[config.mk]
export PLATFORM = sky130hd
export DESIGN_NAME = glob_to_regex_translator_top
export DESIGN_NICKNAME = d
export VERILOG_FILES = /design/src/hw/rtl/g2r_pkg.sv /design/src/hw/rtl/g2r_front.sv /design/src/hw/rtl/g2r_queue.sv /design/src/hw/rtl/g2r_back.sv /design/src/hw/rtl/glob_to_regex_translator_top.sv
export SDC_FILE = /design/constraint.sdc
export NUM_CORES = 1
export LEC_CHECK = 0
export BUFFER_PORTS_ARGS = -buffer_cell sky130_fd_sc_hd__buf_4
export CAP_MARGIN = 10
export CELL_PAD_IN_SITES_DETAIL_PLACEMENT = 1
export CELL_PAD_IN_SITES_GLOBAL_PLACEMENT = 2
export CORE_MARGIN = 3
export CORE_UTILIZATION = 42
export CTS_BUF_LIST = sky130_fd_sc_hd__clkbuf_8
export CTS_CLUSTER_SIZE = 16
export DETAILED_ROUTE_END_ITERATION = 8
export PLACE_DENSITY = 0.93
export SLEW_MARGIN = 0
export SYNTH_ARGS = -nofsm -noshare
export SYNTH_HDL_FRONTEND = slang
export SYNTH_SLANG_ARGS = --single-unit
[constraint.sdc]
create_clock -name clk -period 11.5 [get_ports clk]
set_input_delay 0.575 -clock clk [delete_from_list [all_inputs] [get_ports clk]]
set_output_delay 0.575 -clock clk [all_outputs]
set_load 0.01 [all_outputs]
[src/hw/rtl/g2r_pkg.sv]
// Shared types, codes and string tables for the glob-to-regex translator.
// Used by every module of the block; depends on nothing.
`default_nettype none

package g2r_pkg;

  // Commands carried in the input tuser
  localparam logic [1:0] CMD_START = 2'd0;
  localparam logic [1:0] CMD_CHAR  = 2'd1;
  localparam logic [1:0] CMD_END   = 2'd2;

  // Substitution modes
  localparam logic [1:0] MODE_FILE      = 2'd0;
  localparam logic [1:0] MODE_TAR       = 2'd1;
  localparam logic [1:0] MODE_WORD_DOT  = 2'd3;

  // Anchor kinds, shared by start and end items
  localparam logic [2:0] ANC_NONE   = 3'd0;
  localparam logic [2:0] ANC_CARET  = 3'd1;
  localparam logic [2:0] ANC_SEP    = 3'd2;
  localparam logic [2:0] ANC_BOTH   = 3'd3;
  localparam logic [2:0] ANC_ALT    = 3'd4;

  // Register map
  localparam logic REG_SUBST_MODE = 1'b0;

  // Character codes
  localparam logic [7:0] CH_STAR   = 8'h2A;
  localparam logic [7:0] CH_QMARK  = 8'h3F;
  localparam logic [7:0] CH_BANG   = 8'h21;
  localparam logic [7:0] CH_LBRACK = 8'h5B;
  localparam logic [7:0] CH_RBRACK = 8'h5D;
  localparam logic [7:0] CH_BSLASH = 8'h5C;
  localparam logic [7:0] CH_CARET  = 8'h5E;
  localparam logic [7:0] CH_DOLLAR = 8'h24;
  localparam logic [7:0] CH_DOT    = 8'h2E;
  localparam logic [7:0] CH_SLASH  = 8'h2F;
  localparam logic [7:0] CH_LPAREN = 8'h28;
  localparam logic [7:0] CH_RPAREN = 8'h29;
  localparam logic [7:0] CH_LBRACE = 8'h7B;
  localparam logic [7:0] CH_RBRACE = 8'h7D;
  localparam logic [7:0] CH_PLUS   = 8'h2B;
  localparam logic [7:0] CH_PIPE   = 8'h7C;

  localparam int SEG_MAX  = 5;
  localparam int DESC_MAX = 2 * SEG_MAX;

  // Short string of up to five bytes, byte 0 first
  typedef struct packed {
    logic [SEG_MAX-1:0][7:0] b;
    logic [2:0]              n;
  } seg_t;

  // Bytes produced by one input item, byte 0 first
  typedef struct packed {
    logic [DESC_MAX-1:0][7:0] b;
    logic [3:0]               cnt;
  } desc_t;

  function automatic seg_t mk_seg(input logic [2:0] n, input logic [7:0] b0,
                                  input logic [7:0] b1, input logic [7:0] b2,
                                  input logic [7:0] b3, input logic [7:0] b4);
    seg_t s;
    s.n    = n;
    s.b[0] = b0;
    s.b[1] = b1;
    s.b[2] = b2;
    s.b[3] = b3;
    s.b[4] = b4;
    return s;
  endfunction

  function automatic seg_t seg_empty();
    return mk_seg(3'd0, 8'h00, 8'h00, 8'h00, 8'h00, 8'h00);
  endfunction

  function automatic logic [7:0] sep_char(input logic [1:0] mode);
    return (mode == MODE_WORD_DOT) ? CH_DOT : CH_SLASH;
  endfunction

  function automatic logic is_word(input logic [1:0] mode);
    return mode[1];
  endfunction

  function automatic seg_t star_seg(input logic [1:0] mode);
    if (mode == MODE_TAR) return mk_seg(3'd2, CH_DOT, CH_STAR, 8'h00, 8'h00, 8'h00);
    return mk_seg(3'd5, CH_LBRACK, CH_CARET, sep_char(mode), CH_RBRACK, CH_STAR);
  endfunction

  function automatic seg_t qmark_seg(input logic [1:0] mode);
    return mk_seg(3'd4, CH_LBRACK, CH_CARET, sep_char(mode), CH_RBRACK, 8'h00);
  endfunction

  function automatic logic is_meta(input logic [7:0] c);
    return c inside {CH_DOT, CH_LPAREN, CH_RPAREN, CH_LBRACE, CH_RBRACE,
                     CH_PLUS, CH_CARET, CH_DOLLAR, CH_PIPE};
  endfunction

  function automatic seg_t begin_seg(input logic [2:0] kind, input logic [1:0] mode);
    seg_t s;
    case (kind)
      ANC_CARET: s = mk_seg(3'd1, CH_CARET, 8'h00, 8'h00, 8'h00, 8'h00);
      ANC_SEP:   s = mk_seg(3'd2, CH_BSLASH, sep_char(mode), 8'h00, 8'h00, 8'h00);
      ANC_BOTH:  s = mk_seg(3'd3, CH_CARET, CH_BSLASH, sep_char(mode), 8'h00, 8'h00);
      ANC_ALT:   s = mk_seg(3'd5, CH_LPAREN, CH_CARET, CH_PIPE, CH_SLASH, CH_RPAREN);
      default:   s = seg_empty();
    endcase
    return s;
  endfunction

  function automatic seg_t end_seg(input logic [2:0] kind, input logic [1:0] mode);
    seg_t s;
    case (kind)
      ANC_CARET: s = mk_seg(3'd1, CH_DOLLAR, 8'h00, 8'h00, 8'h00, 8'h00);
      ANC_SEP:   s = mk_seg(3'd2, CH_BSLASH, sep_char(mode), 8'h00, 8'h00, 8'h00);
      ANC_BOTH:  s = mk_seg(3'd3, CH_BSLASH, sep_char(mode), CH_DOLLAR, 8'h00, 8'h00);
      ANC_ALT:   s = mk_seg(3'd5, CH_LPAREN, CH_DOLLAR, CH_PIPE, CH_SLASH, CH_RPAREN);
      default:   s = seg_empty();
    endcase
    return s;
  endfunction

endpackage

`default_nettype wire

[src/hw/rtl/g2r_front.sv]
// Front end: accepts pattern items, tracks the parse state and builds the
// byte string each item produces. Depends on g2r_pkg.
`default_nettype none

module g2r_front import g2r_pkg::*; (
  input  wire logic       clk,
  input  wire logic       rst,
  input  wire logic       in_valid,
  output logic            in_ready,
  input  wire logic [1:0] cmd,
  input  wire logic [7:0] char_in,
  input  wire logic [2:0] anchor_kind,
  input  wire logic [1:0] mode,
  input  wire logic       q_full,
  output logic            push,
  output desc_t           push_data
);

  logic in_class, quote_open, class_just_opened, prev_backslash, star_pending;
  logic in_class_next, quote_open_next, class_just_opened_next;
  logic prev_backslash_next, star_pending_next;
  logic accept;
  seg_t pre, main;

  assign in_ready = !q_full;
  assign accept   = in_valid && in_ready;

  // Work out the strings and the next parse state for the offered item
  always_comb begin
    logic done;
    done                   = 1'b0;
    pre                    = seg_empty();
    main                   = seg_empty();
    in_class_next          = in_class;
    quote_open_next        = quote_open;
    class_just_opened_next = class_just_opened;
    prev_backslash_next    = prev_backslash;
    star_pending_next      = star_pending;
    case (cmd)
      CMD_START: begin
        in_class_next          = 1'b0;
        quote_open_next        = 1'b0;
        class_just_opened_next = 1'b0;
        prev_backslash_next    = 1'b0;
        star_pending_next      = 1'b0;
        main                   = begin_seg(anchor_kind, mode);
      end
      CMD_CHAR: begin
        // Resolve a held star: a second star in a word mode gives ".*"
        if (star_pending) begin
          star_pending_next = 1'b0;
          if (char_in == CH_STAR && is_word(mode)) begin
            main = mk_seg(3'd2, CH_DOT, CH_STAR, 8'h00, 8'h00, 8'h00);
            prev_backslash_next = 1'b0;
            done = 1'b1;
          end else begin
            pre = star_seg(mode);
          end
        end
        // Negated class right after the opening bracket
        if (!done && class_just_opened) begin
          class_just_opened_next = 1'b0;
          if (char_in == CH_BANG) begin
            main = mk_seg(3'd1, CH_CARET, 8'h00, 8'h00, 8'h00, 8'h00);
            prev_backslash_next = 1'b0;
            done = 1'b1;
          end
        end
        if (!done) begin
          if (in_class) begin
            in_class_next = (char_in != CH_RBRACK) || prev_backslash;
            main = mk_seg(3'd1, char_in, 8'h00, 8'h00, 8'h00, 8'h00);
          end else if (quote_open) begin
            quote_open_next = 1'b0;
            main = mk_seg(3'd1, char_in, 8'h00, 8'h00, 8'h00, 8'h00);
          end else if (char_in == CH_BSLASH) begin
            quote_open_next = 1'b1;
            main = mk_seg(3'd1, char_in, 8'h00, 8'h00, 8'h00, 8'h00);
          end else if (char_in == CH_LBRACK) begin
            in_class_next          = 1'b1;
            class_just_opened_next = 1'b1;
            main = mk_seg(3'd1, char_in, 8'h00, 8'h00, 8'h00, 8'h00);
          end else if (is_meta(char_in)) begin
            main = mk_seg(3'd2, CH_BSLASH, char_in, 8'h00, 8'h00, 8'h00);
          end else if (char_in == CH_QMARK) begin
            main = qmark_seg(mode);
          end else if (char_in == CH_STAR) begin
            if (is_word(mode)) star_pending_next = 1'b1;
            else main = star_seg(mode);
          end else begin
            main = mk_seg(3'd1, char_in, 8'h00, 8'h00, 8'h00, 8'h00);
          end
          prev_backslash_next = (char_in == CH_BSLASH);
        end
      end
      CMD_END: begin
        if (star_pending) pre = star_seg(mode);
        if (!quote_open) main = end_seg(anchor_kind, mode);
        in_class_next          = 1'b0;
        quote_open_next        = 1'b0;
        class_just_opened_next = 1'b0;
        prev_backslash_next    = 1'b0;
        star_pending_next      = 1'b0;
      end
      default: begin
      end
    endcase
  end

  // Join the star prefix and the main string into one descriptor
  always_comb begin
    logic [3:0] j;
    j = 4'd0;
    push_data.cnt = {1'b0, pre.n} + {1'b0, main.n};
    for (int i = 0; i < DESC_MAX; i++) begin
      j = 4'(i) - {1'b0, pre.n};
      if (4'(i) < {1'b0, pre.n}) push_data.b[i] = pre.b[i % SEG_MAX];
      else if (j < 4'(SEG_MAX)) push_data.b[i] = main.b[j[2:0]];
      else push_data.b[i] = 8'h00;
    end
  end

  assign push = accept && (push_data.cnt != 4'd0);

  // Advance the parse state on each accepted item
  always_ff @(posedge clk) begin
    if (rst) begin
      in_class          <= 1'b0;
      quote_open        <= 1'b0;
      class_just_opened <= 1'b0;
      prev_backslash    <= 1'b0;
      star_pending      <= 1'b0;
    end else if (accept) begin
      in_class          <= in_class_next;
      quote_open        <= quote_open_next;
      class_just_opened <= class_just_opened_next;
      prev_backslash    <= prev_backslash_next;
      star_pending      <= star_pending_next;
    end
  end

endmodule

`default_nettype wire

[src/hw/rtl/g2r_queue.sv]
// Two-entry descriptor queue between the front and back ends.
// Depends on g2r_pkg for the descriptor type.
`default_nettype none

module g2r_queue import g2r_pkg::*; (
  input  wire logic  clk,
  input  wire logic  rst,
  input  wire logic  push,
  input  wire desc_t push_data,
  output logic       full,
  input  wire logic  pop,
  output logic       head_valid,
  output desc_t      head
);

  desc_t      slot [2];
  logic       wr_ptr, rd_ptr;
  logic [1:0] count;

  assign full       = (count == 2'd2);
  assign head_valid = (count != 2'd0);
  assign head       = slot[rd_ptr];

  // Write the new descriptor
  always_ff @(posedge clk) begin
    if (push && !full) slot[wr_ptr] <= push_data;
  end

  // Advance pointers and occupancy
  always_ff @(posedge clk) begin
    if (rst) begin
      wr_ptr <= 1'b0;
      rd_ptr <= 1'b0;
      count  <= 2'd0;
    end else begin
      if (push && !full) wr_ptr <= !wr_ptr;
      if (pop && head_valid) rd_ptr <= !rd_ptr;
      count <= count + {1'b0, push && !full} - {1'b0, pop && head_valid};
    end
  end

endmodule

`default_nettype wire

[src/hw/rtl/g2r_back.sv]
// Back end: walks the head descriptor one byte per beat into the output
// register and marks the final byte. Depends on g2r_pkg.
`default_nettype none

module g2r_back import g2r_pkg::*; (
  input  wire logic       clk,
  input  wire logic       rst,
  input  wire logic       head_valid,
  input  wire desc_t      head,
  output logic            pop,
  output logic            out_valid,
  input  wire logic       out_ready,
  output logic [7:0]      out_data,
  output logic            out_last
);

  logic [3:0] pos;
  logic       load, at_end;

  assign load   = head_valid && (!out_valid || out_ready);
  assign at_end = (pos == head.cnt - 4'd1);
  assign pop    = load && at_end;

  // Step through the bytes of the head descriptor
  always_ff @(posedge clk) begin
    if (rst) begin
      pos       <= 4'd0;
      out_valid <= 1'b0;
    end else begin
      if (load) begin
        out_valid <= 1'b1;
        pos       <= at_end ? 4'd0 : pos + 4'd1;
      end else if (out_ready) begin
        out_valid <= 1'b0;
      end
    end
  end

  // Hold the output byte until taken
  always_ff @(posedge clk) begin
    if (load) begin
      out_data <= head.b[pos];
      out_last <= at_end;
    end
  end

endmodule

`default_nettype wire

[src/hw/rtl/glob_to_regex_translator_top.sv]
// Top level of the glob-to-regex translator: stream ports, register port,
// and the front end, queue and back end. Depends on g2r_pkg.
//
// Pattern items arrive one per beat (tuser: start, character or end) and each
// produces zero to ten regex bytes, sent one byte per beat with tlast on the
// final byte of that item. The back-end serializer sets the rate: plain bytes
// run at one item per cycle while the output is not stalled, and expansions
// hold the input back once the queue fills. A two-deep queue of byte strings
// lets input be taken while output stalls; the first byte of an item passes
// through the queue and then the output register. subst_mode sits at byte
// address 0; the user must write it only when idle, the block does not enforce it.
`default_nettype none

module glob_to_regex_translator_top import g2r_pkg::*; (
  input  wire logic        clk,
  input  wire logic        rst,
  // register port
  input  wire logic        psel,
  input  wire logic        penable,
  input  wire logic        pwrite,
  input  wire logic [2:0]  paddr,
  input  wire logic [31:0] pwdata,
  output logic [31:0]      prdata,
  output logic             pready,
  // pattern input
  input  wire logic        s_axis_tvalid,
  output logic             s_axis_tready,
  input  wire logic [15:0] s_axis_tdata,   // [7:0] char_in, [10:8] anchor_kind
  input  wire logic [1:0]  s_axis_tuser,   // [1:0] cmd
  // regex output
  output logic             m_axis_tvalid,
  input  wire logic        m_axis_tready,
  output logic [7:0]       m_axis_tdata,   // [7:0] char_out
  output logic             m_axis_tlast
);

  logic [1:0] subst_mode;
  logic       q_full, push, pop, head_valid;
  desc_t      push_data, head;

  // Register file: one mode register
  assign pready = 1'b1;
  assign prdata = (paddr[2] == REG_SUBST_MODE) ? {30'd0, subst_mode} : 32'd0;

  always_ff @(posedge clk) begin
    if (rst) begin
      subst_mode <= MODE_FILE;
    end else if (psel && penable && pwrite && pready && paddr[2] == REG_SUBST_MODE) begin
      subst_mode <= pwdata[1:0];
    end
  end

  g2r_front u_front (
    .clk         (clk),
    .rst         (rst),
    .in_valid    (s_axis_tvalid),
    .in_ready    (s_axis_tready),
    .cmd         (s_axis_tuser),
    .char_in     (s_axis_tdata[7:0]),
    .anchor_kind (s_axis_tdata[10:8]),
    .mode        (subst_mode),
    .q_full      (q_full),
    .push        (push),
    .push_data   (push_data)
  );

  g2r_queue u_queue (
    .clk        (clk),
    .rst        (rst),
    .push       (push),
    .push_data  (push_data),
    .full       (q_full),
    .pop        (pop),
    .head_valid (head_valid),
    .head       (head)
  );

  g2r_back u_back (
    .clk        (clk),
    .rst        (rst),
    .head_valid (head_valid),
    .head       (head),
    .pop        (pop),
    .out_valid  (m_axis_tvalid),
    .out_ready  (m_axis_tready),
    .out_data   (m_axis_tdata),
    .out_last   (m_axis_tlast)
  );

endmodule

`default_nettype wire

==> flow_summary.yaml <==
yosys:
  synth_top_area_share_pct: 50.3
  synth.area.top_cells: "edfxtp_1, mux4_2, dfxtp_1"
  yosysWarnings: 0
  async_flop_share_pct: 0
  synth_edf_count: 177
  avgSynthCellArea_um2: 12.1
  yosysMostFrequentCell: "edfxtp_1"
  yosysTopAreaCell: "edfxtp_1"
  yosysUniqueCellTypes: 83
  synth_area_um2: 10600
  synth_seq_cells: 194
  syn_inst: 875
  synth.yosys.seq_area_share_pct: 53.5
  synth_commonest_cells: "edfxtp_1, nor2_1, nand2_1"
  synth_ff_type: "edfxtp_1"
grt:
  antenna_found_initial: 0
  grt_pass1_vias: 7610
  grt_pass1_wl_um: 44400
  grt_use_total_pct: 21.6
  grt_max_degree: 65
  grt-ovfl-total: 0
placed_design:
  place.gp.congestion: 0.935
  hpwl_um: 20300
  port_buffers: 35
  placed_area_um2: 11000
setup_path:
  crit_path_max_fanout: 64
  worst-path-buf-inv: 2
  worst_path_dominant_cell_family: "simple AND/OR/NAND/NOR gates"
  regToRegSetupSlack_ps: 6840
  max_stage_delay_ps: 870
  worstPathRequired_ps: 11600
  startpoint: "s_axis_tdata[2]"
  criticalPathCategory: "in -> reg"
  r2r-start: "subst_mode[1]"
  cpMostUsedCell: "buf_4"
  crit_chain: "buf_4, nor4bb_1, a22oi_1, nor2_2, o31ai_1, a21oi_1, ha_1, fa_1, xor2_1, nor4_1, nor2_1, and2_4, buf_4"
  cp-start-kind: "input pin"
  cp_slowest_cell: "nor4bb_1"
  worstPathArrival_ps: 5180
  cp-end-kind: "flop"
sta:
  max_freq_mhz: 197
  setup_viol: 0
  final.setup.tns_ps: 0
  fin_skew_ps: 15.8
  tightest_slew_ps: 1010
  slew_headroom_pct: 31.9
  hold_viol: 0
  fin_crit_ps: 5080
  rsz0062_at_grt: "no"
  slew_viol_final: 0
  min_period_over_period_pct: 44.2
die:
  core_area_um2: 24500
  chipWidth_um: 165
  rows: 57
  num_io_pins: 104
  die_area_um2: 27100
  initial_core_util_pct: 43.0
  die_y_um: 165
drt:
  num_vias: 7410
  wl_um: 28500
  firstDrtPassIters: 5
  wl_per_cell_um: 23.3
  drt-vias-per-instance: 6.06
  drt_iter0_markers: 609
  ant_nets: 0
  drcViolationCount: 0
final_layout:
  seq_area_um2: 5660
  stdcell_area_um2: 11400
  multi_input_area_um2: 4440
  area_delta_synth_final_pct: 7.53
  fin_nets: 963
  antennaDiodeCount: 0
  fillers: 2627
  drive_above_1_share_pct: 16.8
clock_network:
  cts_max_path_buffers: 2
  cts_sinks: 194
  cts_buffers: 17
  postCtsResizedCells: 0
  cts_root_buf: "clkbuf_8"
  post_cts_buffers: 0
  cts_tree: "done"
  clk_pin_slew_worst_paths_ps: 110
  h-tree-depth: 4
  clk_latency_ps: 470
  cts_hold_buf: 0
hold_path:
  min-delay-start: "pwdata[1]"
  hold_path_class: "in -> reg"
run:
  maxCapViolations: 0
power:
  vdd_drop_max_v: 0.0000558
  p_per_area_nw_per_um2: 128
  p_leak_nw: 3.95
outcome:
  status: "finished, final reports clean"
logic make-up (layout without fill, tap and decap cells):
group,Yosys count,count (layout),share of synthesized area [%]
xor+xnor,15,15,1.24
compound gates,203,203,13.3
simple gates,261,261,12.3
flops,194,194,53.5
fa+ha+maj,17,17,2.09
buf+inv,121,110,5.83
mux,62,62,11.6
other cells,2,37,0.0711
through the flow:
stage	power [W]	instances	util, %	setup slack [ps]	hold slack (ps)
after global routing	0.00151	1223	46.3	6000	317
final	0.00145	1223	46.3	6420	328
after CTS	0.00146	1223	46.3	6490	297
after floorplan	0.000978	910	-	2190	479
after detailed placement	0.00103	1191	44.7	6010	500
after global placement	0.00102	1191	44.7	6040	491
tightest hold or removal path, stage by stage:
cell	delay [ps]
buf_4	80
mux2i_1	50
nor2_1	70
power breakdown:
part / leakage, nW / internal [W] / switching [W]
logic: 1.87 / 0.0000837 / 0.000115
registers: 1.89 / 0.000801 / 0.0000142
clock network: 0.191 / 0.000178 / 0.000258
total: 3.95 / 0.00106 / 0.000387
metal layers:
layer / routed length (µm) / global-route usage (%) / up-vias
li1: - / - / 3307
met1: 12000 / 29.1 / 3795
met2: 14300 / 36.2 / 268
met3: 1730 / 3.71 / 40
met4: 531 / 6.33 / 0
met5: 0 / 0 / -
registers in the layout (all words and copies together) (netlist names), 2 cells and up, named ones only:
register,cells
u_back.out_data,8
u_back.pos,4
u_queue.count,2
subst_mode,2
u_queue.slot,168
layout make-up:
class / count / area share (%)
clock buffers: 17 / 2.06
clock inverters: 15 / 1.36
inverters: 31 / 1.02
multi-input cells: 595 / 39.1
flip-flops and latches: 194 / 49.8
well taps: 324 / 3.57
repair buffers: 47 / 3.11
placed cells by master (no fill, tap or decap), types with 9 or more instances in the layout:
master and instances:
edfxtp_1 177, nor2_1 85, nand2_1 60, mux4_2 48
buf_4 47, a21oi_1 37, conb_1 37, o21ai_0 32
inv_1 29, nor3_1 21, nand3_1 17, clkbuf_8 17
o22ai_1 16, ha_1 16, dfxtp_1 15, a31oi_1 14
nand2b_1 13, mux2i_1 12, nor2b_1 11, a21o_1 10
o21ai_1 10, o211ai_1 10, a22oi_1 9, o31ai_1 9
path summary, 6_finish.rpt:
path,endpoint,depth (start not counted)
max reg2reg,u_queue.slot[1][74],12
max,u_queue.slot[1][74],13
min reg2reg,u_back.out_valid,2
min,subst_mode[1],3
No activity file was read; power rests on OpenSTA's default activity.
